==> config.mk <==
export PLATFORM = sky130hd
export DESIGN_NAME = frame_rate_meter
export DESIGN_NICKNAME = d
export VERILOG_FILES = /design/src/hdl/frm_pkg.sv /design/src/hdl/frm_ring.sv /design/src/hdl/frm_div.sv /design/src/hdl/frame_rate_meter.sv
export SDC_FILE = /design/constraint.sdc
export NUM_CORES = 2
export LEC_CHECK = 0
export ABC_AREA = 1
export BUFFER_PORTS_ARGS = -buffer_cell sky130_fd_sc_hd__buf_2
export CAP_MARGIN = 10
export CORE_MARGIN = 1
export CORE_UTILIZATION = 60
export CTS_CLUSTER_DIAMETER = 80
export DETAILED_ROUTE_END_ITERATION = 6
export GPL_TIMING_DRIVEN = 0
export PLACE_DENSITY_LB_ADDON = 0.25
export SLEW_MARGIN = 20
export SYNTH_ARGS = -nofsm -noshare
export SYNTH_HDL_FRONTEND = slang
export SYNTH_SLANG_ARGS = --single-unit
export TNS_END_PERCENT = 20
==> constraint.sdc <==
create_clock -name aclk -period 9.3 [get_ports aclk]
set_input_delay 0.93 -clock aclk [delete_from_list [all_inputs] [get_ports aclk]]
set_output_delay 0.93 -clock aclk [all_outputs]
set_load 0.005 [all_outputs]
==> src/hdl/frm_pkg.sv <==
// ----------------------------------------------------------------------------
// Frame rate meter package
// Shared widths, constants, sequencer codes and divider status type.
// ----------------------------------------------------------------------------
package frm_pkg;

    localparam int DATA_W = 24;

    localparam logic [DATA_W-1:0] RATE_NUM = 24'd16000000;

    typedef enum logic [5:0] {
        ST_IDLE     = 6'b000001,
        ST_READ     = 6'b000010,
        ST_DIV_INST = 6'b000100,
        ST_DIV_MEAN = 6'b001000,
        ST_DIV_RATE = 6'b010000,
        ST_OUT      = 6'b100000
    } frm_state_t;

    typedef struct packed {
        logic busy;
        logic done;
    } frm_div_status_t;

endpackage

==> src/hdl/frm_ring.sv <==
// ----------------------------------------------------------------------------
// Frame rate meter duration ring
// Single write port, single registered read port sample memory.
// ----------------------------------------------------------------------------
module frm_ring
    import frm_pkg::*;
#(
    parameter int DEPTH  = 64,
    parameter int ADDR_W = 6
) (
    input  logic              aclk,
    input  logic              wr_en,
    input  logic [ADDR_W-1:0] wr_addr,
    input  logic [DATA_W-1:0] wr_data,
    input  logic              rd_en,
    input  logic [ADDR_W-1:0] rd_addr,
    output logic [DATA_W-1:0] rd_data
);

    logic [DATA_W-1:0] mem [DEPTH];
    logic [DATA_W-1:0] rd_data_reg;

    always_ff @(posedge aclk) begin
        if (wr_en) begin
            mem[wr_addr] <= wr_data;
        end
    end

    always_ff @(posedge aclk) begin
        if (rd_en) begin
            rd_data_reg <= mem[rd_addr];
        end
    end

    assign rd_data = rd_data_reg;

endmodule

==> src/hdl/frm_div.sv <==
// ----------------------------------------------------------------------------
// Frame rate meter divider
// Restoring unsigned divider, one quotient bit per cycle.
// ----------------------------------------------------------------------------
module frm_div
    import frm_pkg::*;
#(
    parameter int W = 31
) (
    input  logic            aclk,
    input  logic            aresetn,
    input  logic            start,
    input  logic [W-1:0]    dividend,
    input  logic [W-1:0]    divisor,
    output logic [W-1:0]    quotient,
    output frm_div_status_t status
);

    localparam int CW = $clog2(W);

    logic          busy_reg;
    logic          busy_next;
    logic          done_reg;
    logic          done_next;
    logic [CW-1:0] cnt_reg;
    logic [CW-1:0] cnt_next;
    logic [W-1:0]  rem_reg;
    logic [W-1:0]  rem_next;
    logic [W-1:0]  quo_reg;
    logic [W-1:0]  quo_next;
    logic [W-1:0]  dsr_reg;
    logic [W-1:0]  dsr_next;
    logic [W:0]    shifted;
    logic [W+1:0]  trial;

    always_comb begin
        shifted   = {rem_reg, quo_reg[W-1]};
        trial     = {1'b0, shifted} - {2'b00, dsr_reg};
        busy_next = busy_reg;
        done_next = 1'b0;
        cnt_next  = cnt_reg;
        rem_next  = rem_reg;
        quo_next  = quo_reg;
        dsr_next  = dsr_reg;
        if (start) begin
            busy_next = 1'b1;
            cnt_next  = '0;
            rem_next  = '0;
            quo_next  = dividend;
            dsr_next  = divisor;
        end else if (busy_reg) begin
            if (trial[W+1]) begin
                rem_next = shifted[W-1:0];
                quo_next = {quo_reg[W-2:0], 1'b0};
            end else begin
                rem_next = trial[W-1:0];
                quo_next = {quo_reg[W-2:0], 1'b1};
            end
            cnt_next = cnt_reg + 1'b1;
            if (cnt_reg == CW'(W-1)) begin
                busy_next = 1'b0;
                done_next = 1'b1;
            end
        end
    end

    always_ff @(posedge aclk) begin
        if (!aresetn) begin
            busy_reg <= 1'b0;
            done_reg <= 1'b0;
            cnt_reg  <= '0;
        end else begin
            busy_reg <= busy_next;
            done_reg <= done_next;
            cnt_reg  <= cnt_next;
        end
    end

    always_ff @(posedge aclk) begin
        rem_reg <= rem_next;
        quo_reg <= quo_next;
        dsr_reg <= dsr_next;
    end

    assign quotient    = quo_reg;
    assign status.busy = busy_reg;
    assign status.done = done_reg;

endmodule

==> src/hdl/frame_rate_meter.sv <==
// ----------------------------------------------------------------------------
// Frame rate meter
// Instant and windowed mean frame duration and rate from frame events.
// ----------------------------------------------------------------------------
// Each request carries one frame duration in microseconds and returns one
// result: the duration clamped to at least 1 us, the instant rate
// 16000000/duration in 1/16 fps, the held window mean duration and rate, and
// a window-full flag. All arithmetic goes through one shared restoring divider
// of DIV_W = 24 + clog2(SAMPLES+1) bits that yields one quotient bit a cycle.
// A request takes one division while the window is not full or holds only zero
// entries, and three otherwise (two more divisions for the mean). The sample
// ring needs no clearing pass: it is filled in order, and until the window is
// full the sample being replaced is taken as zero.
// ----------------------------------------------------------------------------
module frame_rate_meter
    import frm_pkg::*;
#(
    parameter int SAMPLES = 64
) (
    input  logic              aclk,
    input  logic              aresetn,
    input  logic              s_valid,
    output logic              s_ready,
    input  logic [DATA_W-1:0] s_frame_time_us,
    output logic              m_valid,
    input  logic              m_ready,
    output logic [DATA_W-1:0] m_instant_duration_us,
    output logic [DATA_W-1:0] m_instant_rate_q4,
    output logic [DATA_W-1:0] m_mean_duration_us,
    output logic [DATA_W-1:0] m_mean_rate_q4,
    output logic              m_window_full
);

    localparam int SLOT_W = (SAMPLES > 1) ? $clog2(SAMPLES) : 1;
    localparam int CNT_W  = $clog2(SAMPLES + 1);
    localparam int DIV_W  = DATA_W + CNT_W;

    frm_state_t        state_reg;
    frm_state_t        state_next;
    logic [SLOT_W-1:0] slot_reg;
    logic [SLOT_W-1:0] slot_next;
    logic [CNT_W-1:0]  frames_reg;
    logic [CNT_W-1:0]  frames_next;
    logic [CNT_W-1:0]  count_reg;
    logic [CNT_W-1:0]  count_next;
    logic [DIV_W-1:0]  sum_reg;
    logic [DIV_W-1:0]  sum_next;
    logic [DATA_W-1:0] mean_reg;
    logic [DATA_W-1:0] mean_next;
    logic [DATA_W-1:0] mean_rate_reg;
    logic [DATA_W-1:0] mean_rate_next;
    logic [DATA_W-1:0] raw_reg;
    logic [DATA_W-1:0] raw_next;
    logic [DATA_W-1:0] inst_rate_reg;
    logic [DATA_W-1:0] inst_rate_next;
    logic              m_valid_reg;
    logic              m_valid_next;
    logic [DATA_W-1:0] out_dur_reg;
    logic [DATA_W-1:0] out_rate_reg;
    logic [DATA_W-1:0] out_mean_reg;
    logic [DATA_W-1:0] out_mean_rate_reg;
    logic              out_full_reg;

    logic              accept;
    logic              load_out;
    logic              full_now;
    logic [DATA_W-1:0] dur;
    logic [DATA_W-1:0] old_dur;
    logic [DATA_W-1:0] ring_rdata;
    logic              ring_we;

    logic              div_start;
    logic [DIV_W-1:0]  div_dividend;
    logic [DIV_W-1:0]  div_divisor;
    logic [DIV_W-1:0]  div_quo;
    frm_div_status_t   div_st;

    assign s_ready  = (state_reg == ST_IDLE);
    assign accept   = s_valid && s_ready;
    assign full_now = (frames_reg == CNT_W'(SAMPLES));
    assign dur      = (raw_reg == '0) ? DATA_W'(1) : raw_reg;
    assign old_dur  = full_now ? ring_rdata : '0;
    assign load_out = (state_reg == ST_OUT) && (!m_valid_reg || m_ready);
    assign ring_we  = (state_reg == ST_READ);

    frm_ring #(
        .DEPTH  (SAMPLES),
        .ADDR_W (SLOT_W)
    ) u_ring (
        .aclk    (aclk),
        .wr_en   (ring_we),
        .wr_addr (slot_reg),
        .wr_data (raw_reg),
        .rd_en   (accept),
        .rd_addr (slot_reg),
        .rd_data (ring_rdata)
    );

    frm_div #(
        .W (DIV_W)
    ) u_div (
        .aclk     (aclk),
        .aresetn  (aresetn),
        .start    (div_start),
        .dividend (div_dividend),
        .divisor  (div_divisor),
        .quotient (div_quo),
        .status   (div_st)
    );

    always_comb begin
        state_next     = state_reg;
        slot_next      = slot_reg;
        frames_next    = frames_reg;
        count_next     = count_reg;
        sum_next       = sum_reg;
        mean_next      = mean_reg;
        mean_rate_next = mean_rate_reg;
        raw_next       = raw_reg;
        inst_rate_next = inst_rate_reg;
        div_start      = 1'b0;
        div_dividend   = DIV_W'(RATE_NUM);
        div_divisor    = DIV_W'(dur);
        unique case (state_reg)
            ST_IDLE: begin
                if (accept) begin
                    raw_next   = s_frame_time_us;
                    state_next = ST_READ;
                end
            end
            ST_READ: begin
                sum_next   = sum_reg - DIV_W'(old_dur) + DIV_W'(raw_reg);
                count_next = count_reg - CNT_W'(old_dur != '0) + CNT_W'(raw_reg != '0);
                if (!full_now) begin
                    frames_next = frames_reg + 1'b1;
                end
                slot_next  = (slot_reg == SLOT_W'(SAMPLES - 1)) ? '0 : slot_reg + 1'b1;
                div_start  = 1'b1;
                state_next = ST_DIV_INST;
            end
            ST_DIV_INST: begin
                div_dividend = sum_reg;
                div_divisor  = DIV_W'(count_reg);
                if (div_st.done) begin
                    inst_rate_next = div_quo[DATA_W-1:0];
                    if (full_now && (count_reg != '0)) begin
                        div_start  = 1'b1;
                        state_next = ST_DIV_MEAN;
                    end else begin
                        state_next = ST_OUT;
                    end
                end
            end
            ST_DIV_MEAN: begin
                div_divisor = DIV_W'(div_quo[DATA_W-1:0]);
                if (div_st.done) begin
                    mean_next  = div_quo[DATA_W-1:0];
                    div_start  = 1'b1;
                    state_next = ST_DIV_RATE;
                end
            end
            ST_DIV_RATE: begin
                if (div_st.done) begin
                    mean_rate_next = div_quo[DATA_W-1:0];
                    state_next     = ST_OUT;
                end
            end
            ST_OUT: begin
                if (load_out) begin
                    state_next = ST_IDLE;
                end
            end
            default: begin
                state_next = ST_IDLE;
            end
        endcase
    end

    always_comb begin
        m_valid_next = m_valid_reg;
        if (load_out) begin
            m_valid_next = 1'b1;
        end else if (m_ready) begin
            m_valid_next = 1'b0;
        end
    end

    always_ff @(posedge aclk) begin
        if (!aresetn) begin
            state_reg     <= ST_IDLE;
            slot_reg      <= '0;
            frames_reg    <= '0;
            count_reg     <= '0;
            sum_reg       <= '0;
            mean_reg      <= '0;
            mean_rate_reg <= '0;
            m_valid_reg   <= 1'b0;
        end else begin
            state_reg     <= state_next;
            slot_reg      <= slot_next;
            frames_reg    <= frames_next;
            count_reg     <= count_next;
            sum_reg       <= sum_next;
            mean_reg      <= mean_next;
            mean_rate_reg <= mean_rate_next;
            m_valid_reg   <= m_valid_next;
        end
    end

    always_ff @(posedge aclk) begin
        raw_reg       <= raw_next;
        inst_rate_reg <= inst_rate_next;
        if (load_out) begin
            out_dur_reg       <= dur;
            out_rate_reg      <= inst_rate_reg;
            out_mean_reg      <= mean_reg;
            out_mean_rate_reg <= mean_rate_reg;
            out_full_reg      <= full_now;
        end
    end

    assign m_valid               = m_valid_reg;
    assign m_instant_duration_us = out_dur_reg;
    assign m_instant_rate_q4     = out_rate_reg;
    assign m_mean_duration_us    = out_mean_reg;
    assign m_mean_rate_q4        = out_mean_rate_reg;
    assign m_window_full         = out_full_reg;

    a_count_le_frames: assert property (@(posedge aclk) disable iff (!aresetn)
        count_reg <= frames_reg)
        else $error("nonzero count exceeds frames seen");

    a_slot_tracks_fill: assert property (@(posedge aclk) disable iff (!aresetn)
        !full_now |-> (CNT_W'(slot_reg) == frames_reg))
        else $error("write slot out of step with fill count");

    a_done_in_div_state: assert property (@(posedge aclk) disable iff (!aresetn)
        div_st.done |-> (state_reg == ST_DIV_INST || state_reg == ST_DIV_MEAN
                         || state_reg == ST_DIV_RATE))
        else $error("divider finished outside a divide step");

    a_no_start_busy: assert property (@(posedge aclk) disable iff (!aresetn)
        div_start |-> !div_st.busy)
        else $error("divider restarted while busy");

endmodule

# Word-level counts from Yosys, hierarchy flattened
# Memory sizes are Yosys's and may differ from the RTL's. A register that Yosys moved wholly into a read port is not among the register bits.
# Cells that the tools add are included.
word_totals:
  elab_cells: 94
  ff_bits: 351
  ramBits: 1536
  in_bits: 28
  memories: 1
memory_table:
  columns: ["name", "depth", "word_bits", "read_ports", "rd_ports_with_merged_regs", "write_ports", "line", "source"]
  rows:
  - ["u_ring.mem", 64, 24, 1, 1, 1, "frm_ring.sv:20", "logic [DATA_W-1:0] mem [DEPTH];"]
classes:
  muxes: 28
  reduce_logical: 19
  add_sub_neg: 8
  eq_ne: 14
  bitwise_logic: 3
ops:
  columns: ["cell", "count"]
  rows:
  - ["2-to-1 mux 31 bit", 4]
  - ["2-to-1 mux 24 bit", 2]
  - ["one-hot mux 24 bit (2 select lines)", 1]
  - ["nonzero test 24 bit", 2]
  - ["2-to-1 mux 6 bit", 7]
  - ["one-hot mux 6 bit (6 select lines)", 1]
  - ["subtractor 32 x 31 -> 33 bit", 1]
  - ["adder 31 x 24 -> 31 bit", 1]
  - ["subtractor 31 x 24 -> 31 bit", 1]
  - ["zero test 24 bit", 1]
  - ["== test 6 bit (second input constant)", 2]
  - ["2-to-1 mux 1 bit", 12]
  - ["AND reduction 2 bit", 5]
  - ["inequality test 2 x 1 -> 1 bit (second input constant)", 4]
  - ["adder 7 x 1 -> 7 bit", 1]
  - ["adder 7 x 1 -> 7 bit (second input constant)", 1]
  - ["== test 7 bit (second input constant)", 1]
  - ["nonzero test 7 bit", 1]
  - ["subtractor 7 x 1 -> 7 bit", 1]
  - ["adder 6 x 1 -> 6 bit (second input constant)", 1]
  - ["== test 6 x 1 -> 1 bit (second input constant)", 1]
  - ["== test 6 x 2 -> 1 bit (second input constant)", 1]
  - ["== test 6 x 3 -> 1 bit (second input constant)", 1]
  - ["== test 6 x 4 -> 1 bit (second input constant)", 1]
  - ["other kinds (13)", 18]

# Logic depth before layout (Yosys ltp)
depth:
  depth_word: 6
  depth_mapped: 25
  depth_no_buf: 23

# Cells and area by module
# A second synthesis with hierarchy kept.
unflattened:
  cells_unflattened: 7704
  area_unflattened_um2: 82241.4
modules_own_cells:
  columns: ["module", "cells_per_inst", "instances", "area_per_inst_um2", "seq_area_each_um2"]
  rows:
  - ["frm_ring", 5230, 1, 62995.4, 46844.9]
  - ["frame_rate_meter", 1499, 1, 12595.8, 6476.2]
  - ["frm_div", 975, 1, 6650.1, 2622.5]

# Worst setup path after synthesis
# No wires, ideal clock.
synth_timing:
  path_type: "input to register"
  start: "in m_ready"
  end: "reg out_dur_reg[0] (netlist: m_instant_duration_us[0]), enable pin"
  path_buffers: 0
  setup_time_ns: 0.674
  t_required_ns: 8.626
  slack_ns: 1.022
  t_arrival_ns: 7.604
  path_stages: 2
  cell_sequence: "nor2_1 nor3_1"
synth_between:
  elab_chain_len: 2
synth_rtl:
  columns: ["item", "line", "source"]
  rows:
  - ["start, declared", "frame_rate_meter.sv:26", "input logic m_ready,"]
  - ["logical OR 1 bit", "frame_rate_meter.sv:83", "assign load_out = (state_reg == ST_OUT) && (!m_valid_reg || m_ready);"]
  - ["logical AND 1 bit", "frame_rate_meter.sv:83", null]
  - ["via load_out", "frame_rate_meter.sv:65", "logic load_out;"]
  - ["end signal, assigned", "frame_rate_meter.sv:214", "out_dur_reg <= dur;"]
  - ["end, declared", "frame_rate_meter.sv:58", "logic [DATA_W-1:0] out_dur_reg;"]
# The timed path passes the listed nets, and every way through them passes these cells.
# A chain may end at the register's enable or synchronous reset.

==> results.yml <==
drt:
  detail_route.wl_per_cell_um: 35.0
  wl_mm: 293
  drc: 65
  num_vias: 56100
  drt_first_pass_iters: 7
  drtIter0Drc: 11200
  viasPerCell: 6.70
  ant_nets: 0
global_routing:
  grt_pass1_wl_mm: 392
  antenna_found_initial: 38
  first_global_vias: 50600
  grt.total_usage_pct: 46.1
  grt_max_degree: 41
  grt_overflow: 0
run:
  maxCapViolCount: 0
final_layout:
  largest_reg_flops: 1536
  final_common_cell: "edfxtp_1"
  nets: 6666
  syn_to_final_growth_pct: 16.8
  largest-register: "u_ring.mem"
  drive_gt1_share_pct: 12.7
  num-fill-cells: 8135
  mostFrequentLayoutCells: "edfxtp_1 (1,760), nand2_1 (1,728), inv_1 (451), buf_2 (280), nand3_1 (239)"
yosys:
  ys_warn_count: 0
  syn_area_per_cell_um2: 12.5
  synth_top_area_share_pct: 70.0
  synth_top_area_cell: "edfxtp_1"
  ys_seq_area_share_pct: 73.8
  yosys-top-cells-area: "edfxtp_1 (70%), nand2_1 (8.6%), dfxtp_1 (3.8%), inv_1 (2.2%), a22oi_1 (2.0%)"
  netlist_area_um2: 75500
  synth_cell_types: 47
  syn_inst: 6060
  synthArstFlopShare_pct: 0
  synth_nets: 6183
  ys.flop_type: "edfxtp_1"
  ys_ff_latch: 1904
  synth_edf_count: 1760
clock_tree:
  numCtsBuffers: 185
  clk_pin_slew_worst_paths_ns: 0.07
  htreeDepth: 4
  cts_tree: "done"
  clock_path_buffers: 3
  clock_latency_ns: 0.90
  root_buffer: "clkbuf_16"
  postCtsSetupRepairBufs: 0
  clkSinkCount: 1904
  cts_resized: 0
  hold_buffers: 0
floorplanning:
  die_x_um: 357
  ioPinCount: 127
  row_count: 129
  core_um2: 124000
  start_util_pct: 60.7
  die_y_um: 357
  die_area_um2: 127000
timing:
  fmax_ghz: 0.173
  finClkSkew_ns: 0.0606
  report.final.slew_viol_count: 0
  final_hold_viol_count: 0
  setup_violations: 0
  fin_crit_sh_pct: 62.1
  final.setup.tns_ns: 0
  rsz0062_at_grt: "false"
  min_period_ns: 5.78
  tightest_slew_ns: 1.43
  relSlewSlack_pct: 3.39
worst_setup_path:
  start_kind: "register"
  cp.arrival_ns: 6.26
  setup.worst_path.class: "register to register"
  path_max_fanout: 11
  cp-end-kind: "register"
  cp_data_required_time_ns: 9.78
placed_design:
  dp_hpwl_mm: 198
  gp_congestion: 1.06
  portBuffers: 126
status:
  violations: "DRC"
  status: "complete, but fails checks"
power:
  p_total_uw: 19700
  p_per_area_nw_per_um2: 223
  leakagePower_uw: 0.0321
  ir_drop_v: 0.000174
worst_hold_path:
  hold_path.class: "primary input to register"
==> where the power goes <==
part	total (uW)	internal [uW]	switching [uW]
sequential	9750	9630	122
combinational	2460	708	1750
clock	7490	4110	3380
total	19700	14500	5250
==> stage by stage <==
stage	cell area (um^2)	util, %	hold WS, ns	setup slack [ns]	std cells
6_report	88200	71.0	0.245	3.52	8369
5_1_grt	88100	70.9	0.244	4.10	8331
4_1_cts	88000	70.8	0.245	4.80	8327
3_5_place_dp	82100	66.1	0.405	4.84	7989
3_3_place_gp	78200	62.9	0.404	-1.51	7823
2_1_floorplan	75500	-	0.400	1.02	6060
==> final timing paths <==
| path | from | endpoint | slack [ns] | cells after the start |
|---|---|---|---|---|
| setup / recovery | slot_reg[1] | u_ring.rd_data[18] | 3.52 | 11 |
| hold / removal | s_frame_time_us[5] | raw_reg[5] | 0.25 | 1 |
| setup reg to reg | slot_reg[1] | u_ring.rd_data[18] | 3.52 | 11 |
| hold reg to reg | mean_rate_reg[21] | m_mean_rate_q4[21] | 0.40 | 0 |
==> routing by layer <==
layer / vias up / GRT usage, % / share of wire [%] / wire length (um)
li1: 22400 / - / - / -
met1: 26300 / 52.3 / 30 / 88200
met2: 5703 / 64.3 / 42 / 122000
met3: 1521 / 23.5 / 17 / 51200
met4: 51 / 39.5 / 11 / 31000
met5: - / 2.48 / 0.24 / 712
==> cells by family after synthesis <==
logic type | Yosys count | share of synthesized area, %
DFF | 1904 | 73.8
buffers and inverters | 727 | 3.87
xor gates and xnor gates | 35 | 0.406
AOI/OAI and AO/OA | 745 | 5.96
and+or+nand+nor | 2554 | 14.1
adders and majority gates | 95 | 1.83
==> critical path: stages (launching register included) <==
cell	delay, ns
dfxtp_1	0.51
inv_2	0.14
nand3_1	0.62
inv_2	0.08
buf_2	0.22
clkbuf_2	0.57
nand2_1	0.20
nand4_1	0.12
o21ai_0	1.12
nand2_1	0.38
nor2_1	1.00
nand2_1	0.39
==> synthesized netlist by cell type (all sizes together), types with 7 or more instances <==
master / number
buf: 161
fa: 26
xnor2: 14
a22o: 12
clkbuf: 102
nor2: 290
a22oi: 197
a21oi: 155
edfxtp: 1760
a211oi: 24
nand3: 244
o221ai: 7
nor3: 36
inv: 463
o21ai: 296
nand2: 1731
dfxtp: 144
nand4: 235
ha: 69
xor2: 21
o22ai: 18
==> cell type report <==
class	instances	area, um^2	share of cell area [%]
Antenna cell	38	95.1	0.108
Buffer	263	1220	1.38
Clock buffer	238	4940	5.61
Clock inverter	100	960	1.09
Inverter	464	1740	1.97
Multi-Input combinational cell	3429	17400	19.7
Sequential cell	1904	55700	63.2
Tap cell	1637	2050	2.32
Timing Repair Buffer	296	4090	4.64
(Power assumes the default switching activity.)
